## config.mk

```make
export PLATFORM = sky130hd
export DESIGN_NAME = two_axis_step_sequencer_unit
export DESIGN_NICKNAME = d
export VERILOG_FILES = /design/src/hw/rtl/tass_pkg.sv /design/src/hw/rtl/two_axis_step_sequencer_unit.sv /design/src/hw/rtl/tass_axis.sv
export SDC_FILE = /design/constraint.sdc
export NUM_CORES = 1
export LEC_CHECK = 0
export ABC_AREA = 1
export BUFFER_PORTS_ARGS = -buffer_cell sky130_fd_sc_hd__buf_4
export CORE_ASPECT_RATIO = 1.1
export CORE_MARGIN = 8
export CORE_UTILIZATION = 30
export DETAILED_ROUTE_END_ITERATION = 6
export PLACE_DENSITY_LB_ADDON = 0.25
export SYNTH_ARGS = -nofsm -noshare
export SYNTH_HDL_FRONTEND = slang
export SYNTH_SLANG_ARGS = --single-unit
```

## constraint.sdc

```tcl
create_clock -name clk -period 2.79 [get_ports clk]
set_input_delay 0.558 -clock clk [delete_from_list [all_inputs] [get_ports clk]]
set_output_delay 0.558 -clock clk [all_outputs]
set_load 0.03 [all_outputs]
```

## src/hw/rtl/tass_pkg.sv

```systemverilog
`default_nettype none
// ---------------------------------------------------------------------------
// tass_pkg
// Shared types and codes of the two-axis step sequencer.
// ---------------------------------------------------------------------------
package tass_pkg;

  // width of deltas, step totals and step counts
  localparam int STEP_WIDTH = 16;
  // width of the position fields of a block
  localparam int POS_WIDTH  = 16;
  localparam int LINE_WIDTH = 16;

  typedef logic [STEP_WIDTH-1:0] step_t;
  typedef logic [POS_WIDTH-1:0]  pos_t;

  // item kinds
  typedef enum logic [1:0] {
    KIND_BLOCK  = 2'd0,
    KIND_TICK_X = 2'd1,
    KIND_TICK_Y = 2'd2,
    KIND_NOP    = 2'd3
  } kind_t;

  // coordinate modes
  typedef enum logic [1:0] {
    COORD_ABS   = 2'd0,
    COORD_INC   = 2'd1,
    COORD_ZERO  = 2'd2,
    COORD_ZERO2 = 2'd3
  } coord_t;

  // motor step mode command
  typedef enum logic [1:0] {
    MODE_KEEP  = 2'd0,
    MODE_FULL  = 2'd1,
    MODE_MICRO = 2'd2
  } step_mode_t;

  // step timer period select
  typedef enum logic [1:0] {
    SLOT_NONE  = 2'd0,
    SLOT_FULL  = 2'd1,
    SLOT_MICRO = 2'd2
  } slot_t;

  // per-axis status toward the top level
  typedef struct packed {
    logic       pulse_on;    // after this word
    logic       dir_pin;     // after this word
    logic       full_ready;  // current, for the other axis
    logic       busy;        // after this word
    logic       idle_tick;   // tick found nothing left
    step_mode_t mode_set;
    slot_t      slot;
  } axis_stat_t;

  // two's complement magnitude of a delta
  function automatic step_t step_mag(input step_t d);
    step_mag = d[STEP_WIDTH-1] ? step_t'(~d + step_t'(1)) : d;
  endfunction

endpackage : tass_pkg
`default_nettype wire

```

## src/hw/rtl/two_axis_step_sequencer_unit.sv

```systemverilog
`default_nettype none
// ---------------------------------------------------------------------------
// two_axis_step_sequencer_unit
// Motion block and step tick sequencer for two axes.
// ---------------------------------------------------------------------------
// Input channel (in_valid/in_ready) carries one word per event: a new motion
// block or a step timer tick of X or Y. Output channel (out_valid/out_ready)
// returns exactly one result word per input word, in order.
// Each word is captured in an input register, then the axis logic updates its
// state and fills the result register. One word per cycle is sustained while
// the receiver takes results; the rate is set by the single pass through the
// axis logic between those two registers.
// A block arriving while either axis is busy is dropped, but still yields a
// result word with all event fields low.
// When the receiver stalls the result register holds, the input register
// holds behind it, and in_ready falls once both are full.
// Reset clears all positions and counts, marks both axes idle and the block
// finished, and empties both registers.
// ---------------------------------------------------------------------------
module two_axis_step_sequencer_unit
  import tass_pkg::*;
(
  input  wire logic                         clk,
  input  wire logic                         rst,
  input  wire logic                         in_valid,
  output logic                              in_ready,
  input  wire logic [1:0]                   kind,
  input  wire logic [1:0]                   coord_mode,
  input  wire logic signed [POS_WIDTH-1:0]  pos_x_full,
  input  wire logic signed [POS_WIDTH-1:0]  pos_x_micro,
  input  wire logic signed [POS_WIDTH-1:0]  pos_y_full,
  input  wire logic signed [POS_WIDTH-1:0]  pos_y_micro,
  input  wire logic [LINE_WIDTH-1:0]        block_line,
  output logic                              out_valid,
  input  wire logic                         out_ready,
  output logic                              x_pulse_enable,
  output logic                              y_pulse_enable,
  output logic                              x_direction,
  output logic                              y_direction,
  output logic [1:0]                        step_mode_set,
  output logic [1:0]                        speed_slot,
  output logic                              timers_start,
  output logic                              line_report_valid,
  output logic [LINE_WIDTH-1:0]             line_report,
  output logic                              block_done
);

  // input register
  logic                   s1_valid;
  logic [1:0]             s1_kind;
  logic [1:0]             s1_mode;
  pos_t                   s1_xf, s1_xm, s1_yf, s1_ym;
  logic [LINE_WIDTH-1:0]  s1_line;
  logic                   s1_adv, s1_fire;

  assign s1_adv   = !out_valid || out_ready;
  assign s1_fire  = s1_valid && s1_adv;
  assign in_ready = !s1_valid || s1_adv;

  always_ff @(posedge clk) begin
    if (rst) begin
      s1_valid <= 1'b0;
    end else if (in_ready) begin
      s1_valid <= in_valid;
    end
  end

  always_ff @(posedge clk) begin
    if (in_valid && in_ready) begin
      s1_kind <= kind;
      s1_mode <= coord_mode;
      s1_xf   <= pos_x_full;
      s1_xm   <= pos_x_micro;
      s1_yf   <= pos_y_full;
      s1_ym   <= pos_y_micro;
      s1_line <= block_line;
    end
  end

  // sequencer state
  logic [1:0]            axis_idle, axis_idle_next;
  logic                  finished, finished_next;
  logic [LINE_WIDTH-1:0] high_line, high_line_next;
  logic                  load, tick_x, tick_y;
  logic                  start, lvalid, done;
  axis_stat_t            stat_x, stat_y;

  assign load   = s1_fire && (kind_t'(s1_kind) == KIND_BLOCK) && (axis_idle == 2'b11);
  assign tick_x = s1_fire && (kind_t'(s1_kind) == KIND_TICK_X);
  assign tick_y = s1_fire && (kind_t'(s1_kind) == KIND_TICK_Y);

  tass_axis u_axis_x (
    .clk              (clk),
    .rst              (rst),
    .load             (load),
    .tick             (tick_x),
    .coord_mode       (s1_mode),
    .pos_full         (s1_xf),
    .pos_micro        (s1_xm),
    .other_full_ready (stat_y.full_ready),
    .stat             (stat_x)
  );

  tass_axis u_axis_y (
    .clk              (clk),
    .rst              (rst),
    .load             (load),
    .tick             (tick_y),
    .coord_mode       (s1_mode),
    .pos_full         (s1_yf),
    .pos_micro        (s1_ym),
    .other_full_ready (stat_x.full_ready),
    .stat             (stat_y)
  );

  // block start, line report and completion
  always_comb begin
    axis_idle_next = axis_idle;
    finished_next  = finished;
    high_line_next = high_line;
    start          = 1'b0;
    lvalid         = 1'b0;
    done           = 1'b0;
    if (load) begin
      start          = 1'b1;
      finished_next  = 1'b0;
      axis_idle_next = {!stat_y.busy, !stat_x.busy};
      if (s1_line > high_line) begin
        high_line_next = s1_line;
        lvalid         = 1'b1;
      end
    end else if (stat_x.idle_tick || stat_y.idle_tick) begin
      axis_idle_next = axis_idle | {stat_y.idle_tick, stat_x.idle_tick};
      if (axis_idle_next == 2'b11 && !finished) begin
        finished_next = 1'b1;
        done          = 1'b1;
      end
    end
  end

  always_ff @(posedge clk) begin
    if (rst) begin
      axis_idle <= 2'b11;
      finished  <= 1'b1;
      high_line <= '0;
    end else begin
      axis_idle <= axis_idle_next;
      finished  <= finished_next;
      high_line <= high_line_next;
    end
  end

  // result register
  always_ff @(posedge clk) begin
    if (rst) begin
      out_valid <= 1'b0;
    end else if (s1_adv) begin
      out_valid <= s1_valid;
    end
  end

  always_ff @(posedge clk) begin
    if (s1_fire) begin
      x_pulse_enable    <= stat_x.pulse_on;
      y_pulse_enable    <= stat_y.pulse_on;
      x_direction       <= stat_x.dir_pin;
      y_direction       <= stat_y.dir_pin;
      step_mode_set     <= stat_x.mode_set | stat_y.mode_set;
      speed_slot        <= stat_x.slot | stat_y.slot;
      timers_start      <= start;
      line_report_valid <= lvalid;
      line_report       <= lvalid ? s1_line : '0;
      block_done        <= done;
    end
  end

endmodule : two_axis_step_sequencer_unit
`default_nettype wire

```

## src/hw/rtl/tass_axis.sv

```systemverilog
`default_nettype none
// ---------------------------------------------------------------------------
// tass_axis
// State of one axis: block setup, full phase then micro phase, one step per
// timer tick.
// ---------------------------------------------------------------------------
module tass_axis
  import tass_pkg::*;
(
  input  wire logic                        clk,
  input  wire logic                        rst,
  input  wire logic                        load,
  input  wire logic                        tick,
  input  wire logic [1:0]                  coord_mode,
  input  wire logic signed [POS_WIDTH-1:0] pos_full,
  input  wire logic signed [POS_WIDTH-1:0] pos_micro,
  input  wire logic                        other_full_ready,
  output axis_stat_t                       stat
);

  pos_t  prev_pos, prev_pos_next;
  step_t full_total, full_total_next;
  step_t micro_total, micro_total_next;
  step_t full_count, full_count_next;
  step_t micro_count, micro_count_next;
  logic  dir_full, dir_full_next;
  logic  dir_micro, dir_micro_next;
  logic  dir_pin, dir_pin_next;
  logic  rdy_f, rdy_f_next, rdy_m, rdy_m_next;
  logic  pend_f, pend_f_next, pend_m, pend_m_next;

  logic signed [POS_WIDTH:0] diff_abs;
  step_t      df, dm;
  step_mode_t mode_set;
  slot_t      slot;
  logic       idle_tick;

  // deltas of a new block
  always_comb begin
    diff_abs = $signed({pos_full[POS_WIDTH-1], pos_full})
             - $signed({prev_pos[POS_WIDTH-1], prev_pos});
    unique case (coord_t'(coord_mode))
      COORD_ABS: begin
        df = step_t'(diff_abs);
        dm = step_t'(pos_micro);
      end
      COORD_INC: begin
        df = step_t'(pos_full);
        dm = step_t'(pos_micro);
      end
      default: begin
        df = '0;
        dm = '0;
      end
    endcase
  end

  // next state
  always_comb begin
    prev_pos_next    = prev_pos;
    full_total_next  = full_total;
    micro_total_next = micro_total;
    full_count_next  = full_count;
    micro_count_next = micro_count;
    dir_full_next    = dir_full;
    dir_micro_next   = dir_micro;
    dir_pin_next     = dir_pin;
    rdy_f_next       = rdy_f;
    rdy_m_next       = rdy_m;
    pend_f_next      = pend_f;
    pend_m_next      = pend_m;
    mode_set         = MODE_KEEP;
    slot             = SLOT_NONE;
    idle_tick        = 1'b0;

    if (load) begin
      if (df != '0) begin
        full_total_next = step_mag(df);
        dir_full_next   = ~df[STEP_WIDTH-1];
        full_count_next = step_t'(1);
        rdy_f_next      = 1'b1;
        pend_f_next     = 1'b1;
        prev_pos_next   = pos_full;
      end
      if (dm != '0) begin
        micro_total_next = step_mag(dm);
        dir_micro_next   = ~dm[STEP_WIDTH-1];
        micro_count_next = step_t'(1);
        rdy_m_next       = 1'b1;
        pend_m_next      = 1'b1;
      end
    end else if (tick) begin
      priority if (rdy_f) begin
        if (pend_f) begin
          pend_f_next  = 1'b0;
          mode_set     = MODE_FULL;
          slot         = SLOT_FULL;
          dir_pin_next = dir_full;
        end
        if (full_count == full_total) rdy_f_next = 1'b0;
        else full_count_next = full_count + step_t'(1);
      end else if (rdy_m && !other_full_ready) begin
        if (pend_m) begin
          pend_m_next  = 1'b0;
          mode_set     = MODE_MICRO;
          slot         = SLOT_MICRO;
          dir_pin_next = dir_micro;
        end
        if (micro_count == micro_total) rdy_m_next = 1'b0;
        else micro_count_next = micro_count + step_t'(1);
      end else if (!rdy_m) begin
        idle_tick = 1'b1;
      end
    end
  end

  // state registers
  always_ff @(posedge clk) begin
    if (rst) begin
      prev_pos    <= '0;
      full_total  <= '0;
      micro_total <= '0;
      full_count  <= '0;
      micro_count <= '0;
      dir_full    <= 1'b0;
      dir_micro   <= 1'b0;
      dir_pin     <= 1'b0;
      rdy_f       <= 1'b0;
      rdy_m       <= 1'b0;
      pend_f      <= 1'b0;
      pend_m      <= 1'b0;
    end else begin
      prev_pos    <= prev_pos_next;
      full_total  <= full_total_next;
      micro_total <= micro_total_next;
      full_count  <= full_count_next;
      micro_count <= micro_count_next;
      dir_full    <= dir_full_next;
      dir_micro   <= dir_micro_next;
      dir_pin     <= dir_pin_next;
      rdy_f       <= rdy_f_next;
      rdy_m       <= rdy_m_next;
      pend_f      <= pend_f_next;
      pend_m      <= pend_m_next;
    end
  end

  // status
  always_comb begin
    stat.pulse_on   = (rdy_f_next && !pend_f_next) || (rdy_m_next && !pend_m_next);
    stat.dir_pin    = dir_pin_next;
    stat.full_ready = rdy_f;
    stat.busy       = rdy_f_next || rdy_m_next;
    stat.idle_tick  = idle_tick;
    stat.mode_set   = mode_set;
    stat.slot       = slot;
  end

endmodule : tass_axis
`default_nettype wire

```

==> impl_metrics.yaml <==
run_status:
  outcome: "finished with violations"
  failed_checks: "setup timing"
grt:
  antenna_found_initial: 1
  grt_max_degree: 46
  globalRouteTotalUtil_pct: 13.72
  gr-total-overflow: 0
  grt_pass1_wl_um: 75190
  grt_pass1_vias: 15100
cts:
  cts.clk_slew.worst_paths_ps: 60
  cts_max_level: 2
  insertion_delay_ps: 560
  cts_buffers: 39
  cts.path.max_buffers: 3
  cts_tree: "built"
  clock-sinks: 304
  root_buffer: "clkbuf_16"
  cts_hold_buf: 0
critical_path:
  start_kind: "flip-flop"
  criticalPathCategory: "flip-flop to flip-flop"
  path_cells: "inv_2 -> ha_4 -> fa_1 -> o22ai_2 -> inv_2 -> ha_4 -> inv_2 -> nor2_2 -> nand3_2 -> nor2_2 -> nand2_2 -> nor2_4 -> nand3_4 -> buf_6 -> o21bai_4 -> buf_12 -> nand2_8 -> buf_12 -> nand2_4 -> a21oi_2"
  max_stage_delay_ps: 490
  crit_slowest_cell: "fa_1"
  arrival_ps: 3310
  cp.required_ps: 3210
  worstPathMaxFanout: 8
  crit_path_frequent_cell: "inv_2"
  critPathCaptureType: "flip-flop"
synthesis:
  async_flop_share_pct: 0
  synth-simple-area-share_pct: 28.81
  synth-edff-count: 109
  yosys_register_bits: 304
  synth-xor-area-share_pct: 5.289
  syn-cell-area_mm2: 0.01722
  syn_inst: 2350
  synthesis.nets: 2496
  synth_compound_area_share_pct: 10.08
  muxShareOfSynthArea_pct: 0.3124
  synth_fa_ha_area_share_pct: 4.301
  synth_ff_type: "dfxtp_1"
  ys_warn_count: 0
  synth_top_family_by_area: "simple AND/OR/NAND/NOR gates"
  ys_seq_area_share_pct: 41.67
  synth_cell_type_count: 57
  syn_avg_cell_area_um2: 7.329
floorplanning:
  rows: 92
  ioPinCount: 117
  initial_core_util_pct: 30.17
  die_area_mm2: 0.06534
  die_h_um: 267.3
  dieWidth_um: 244.5
  coreArea_mm2: 0.05709
finish:
  layout.cells.non_filler: 3377
  syn_to_final_growth_pct: 29.79
  final_area_mm2: 0.02235
  drive_gt1_share_pct: 22.17
  diodes: 0
  fin_nets: 2740
  fillerInstances: 5928
sta:
  finalHoldViolations: 0
  fin_tns_setup_ps: -1873
  max_freq_ghz: 0.3471
  holdWs_ps: 177.4
  finalCritPeriodShare_pct: 103.3
  slew_headroom_pct: 55.55
  skew_ps: 12.75
  slew_violations: 0
  fin_ws_ps: -91.03
  fin_crit_ps: 2881
  rsz0062_at_grt: "true"
  worst_slew_pin_slew_ps: 666.7
  setup_viol: 49
placement:
  hpwl_um: 33960
  dp.cells: 3263
  detailed_place.area_mm2: 0.01957
  place_congestion: 0.8866
  io_buffers: 116
pwr:
  p_leak_nw: 9.559
  vdd_drop_max_mv: 0.3258
  p_total_mw: 11.49
  power-per-cell-area_mw_per_mm2: 513.8
route:
  route.detailed.drc: 0
  routed_via_density: 4.655
  drtPass1Iterations: 6
  vias: 15720
  wl_per_cell_um: 13.97
  drt_iter0_drc: 779
  routed_wl_um: 47160
  ant_nets: 0
hold_path:
  hp-class: "input port to flip-flop"
flow_run:
  drv_cap: 0
path summary, 6_finish.rpt:
kind,startpoint,end,slack [ps],cells after the start
setup / recovery,s1_xf[0],u_axis_x.full_count[2],-90,20
hold / removal,pos_x_micro[14],s1_xm[14],180,1
setup reg to reg,s1_xf[0],u_axis_x.full_count[2],-90,20
hold reg to reg,high_line[15],high_line[15],460,2
worst max-delay path, delay by kind of cell, from the launching register on:
family                   cells  cell delay (ps)
adder cells (fa/ha/maj)      3              760
AND/OR/NAND/NOR              8              700
buffers and inverters        6              640
flip-flops                   1              360
AO/OA/AOI/OAI                3              270
stage by stage:
| step | setup slack, ps | util (%) |
|---|---|---|
| final | -91.03 | 39.15 |
| after global routing | -289.0 | 39.15 |
| after CTS | -113.4 | 37.38 |
| after detailed placement | -334.1 | 34.28 |
| after global placement | -328.3 | 34.28 |
| after floorplan | 29.59 | - |
state kept, by name (all words and copies together), names as in the netlist, 16 cells and up:
signal and flops:
u_axis_x.prev_pos 16, u_axis_x.full_count 16, high_line 16, u_axis_y.full_count 16
u_axis_x.micro_total 16, s1_yf 16, u_axis_y.micro_count 16, u_axis_y.micro_total 16
u_axis_y.prev_pos 16, line_report 16, s1_xf 16, s1_xm 16
u_axis_x.full_total 16, u_axis_x.micro_count 16, u_axis_y.full_total 16, s1_line 16
s1_ym 16
placed cells by master, fill, tap and decap left out, types with 11 or more instances in the layout:
master	synthesis	layout
nand4_1	39	39
buf_4	10	241
xnor2_1	54	54
nor2_1	288	261
nand2_2	10	31
dfxtp_1	195	195
nor3_1	37	37
nand2_1	557	513
edfxtp_1	109	109
o21ai_0	126	98
a21oi_2	1	35
nor2_2	10	28
ha_1	56	47
nand2_4	1	21
a21oi_1	156	121
xor2_1	50	49
nor2_4	3	13
buf_6	15	11
inv_1	296	287
o21ai_1	10	17
buf_12	0	13
clkbuf_16	0	46
nand3_1	175	149
nand3_2	3	23
o21ai_2	3	21
inv_2	13	19
layout make-up:
class	count	area [um2]	share of cell area (%)
clock inverter	19	138.9	0.6213
timing repair buffer	278	2441	10.92
sequential	304	7177	32.11
multi-input combinational	1658	9356	41.86
clock buffer	53	1101	4.926
tap	752	940.9	4.209
inverter	313	1199	5.362
repair_timing:
item,in CTS,in global routing
buffers inserted,23,12
gates cloned,2,9
endpoints found under the setup margin,124,168
resized for setup,80,216
pin swaps,25,54
synthesized netlist by cell type, drive strengths merged, types with 39 or more instances:
cell / instances / area, um2
nand4: 39 / 244.0
ha: 56 / 700.7
xnor2: 54 / 473.0
a21oi: 157 / 789.5
edfxtp: 109 / 3273
inv: 311 / 1172
dfxtp: 195 / 3904
nor2: 301 / 1177
buf: 42 / 325.3
xor2: 50 / 437.9
o21ai: 139 / 706.9
nor3: 39 / 205.2
nand3: 179 / 923.4
nand2: 569 / 2185
where the power goes:
part           internal [mW]  leakage, nW  switching (mW)
clock network           2.88        0.604            2.01
registers               4.76         2.63           0.100
logic                  0.722         6.33            1.02
total                   8.36         9.56            3.13
logic make-up after synthesis:
group / after synthesis
compound gates: 328
simple gates: 1161
mux: 5
flops: 304
buf+inv: 390
xor+xnor: 104
fa+ha+maj: 58
routing by layer:
metal / wire (um) / track usage, %
met4: 1008 / 3.786
met3: 1932 / 2.493
met1: 21300 / 16.94
met5: 13 / 0
met2: 22910 / 24.29
No activity file was read; power rests on OpenSTA's default activity.
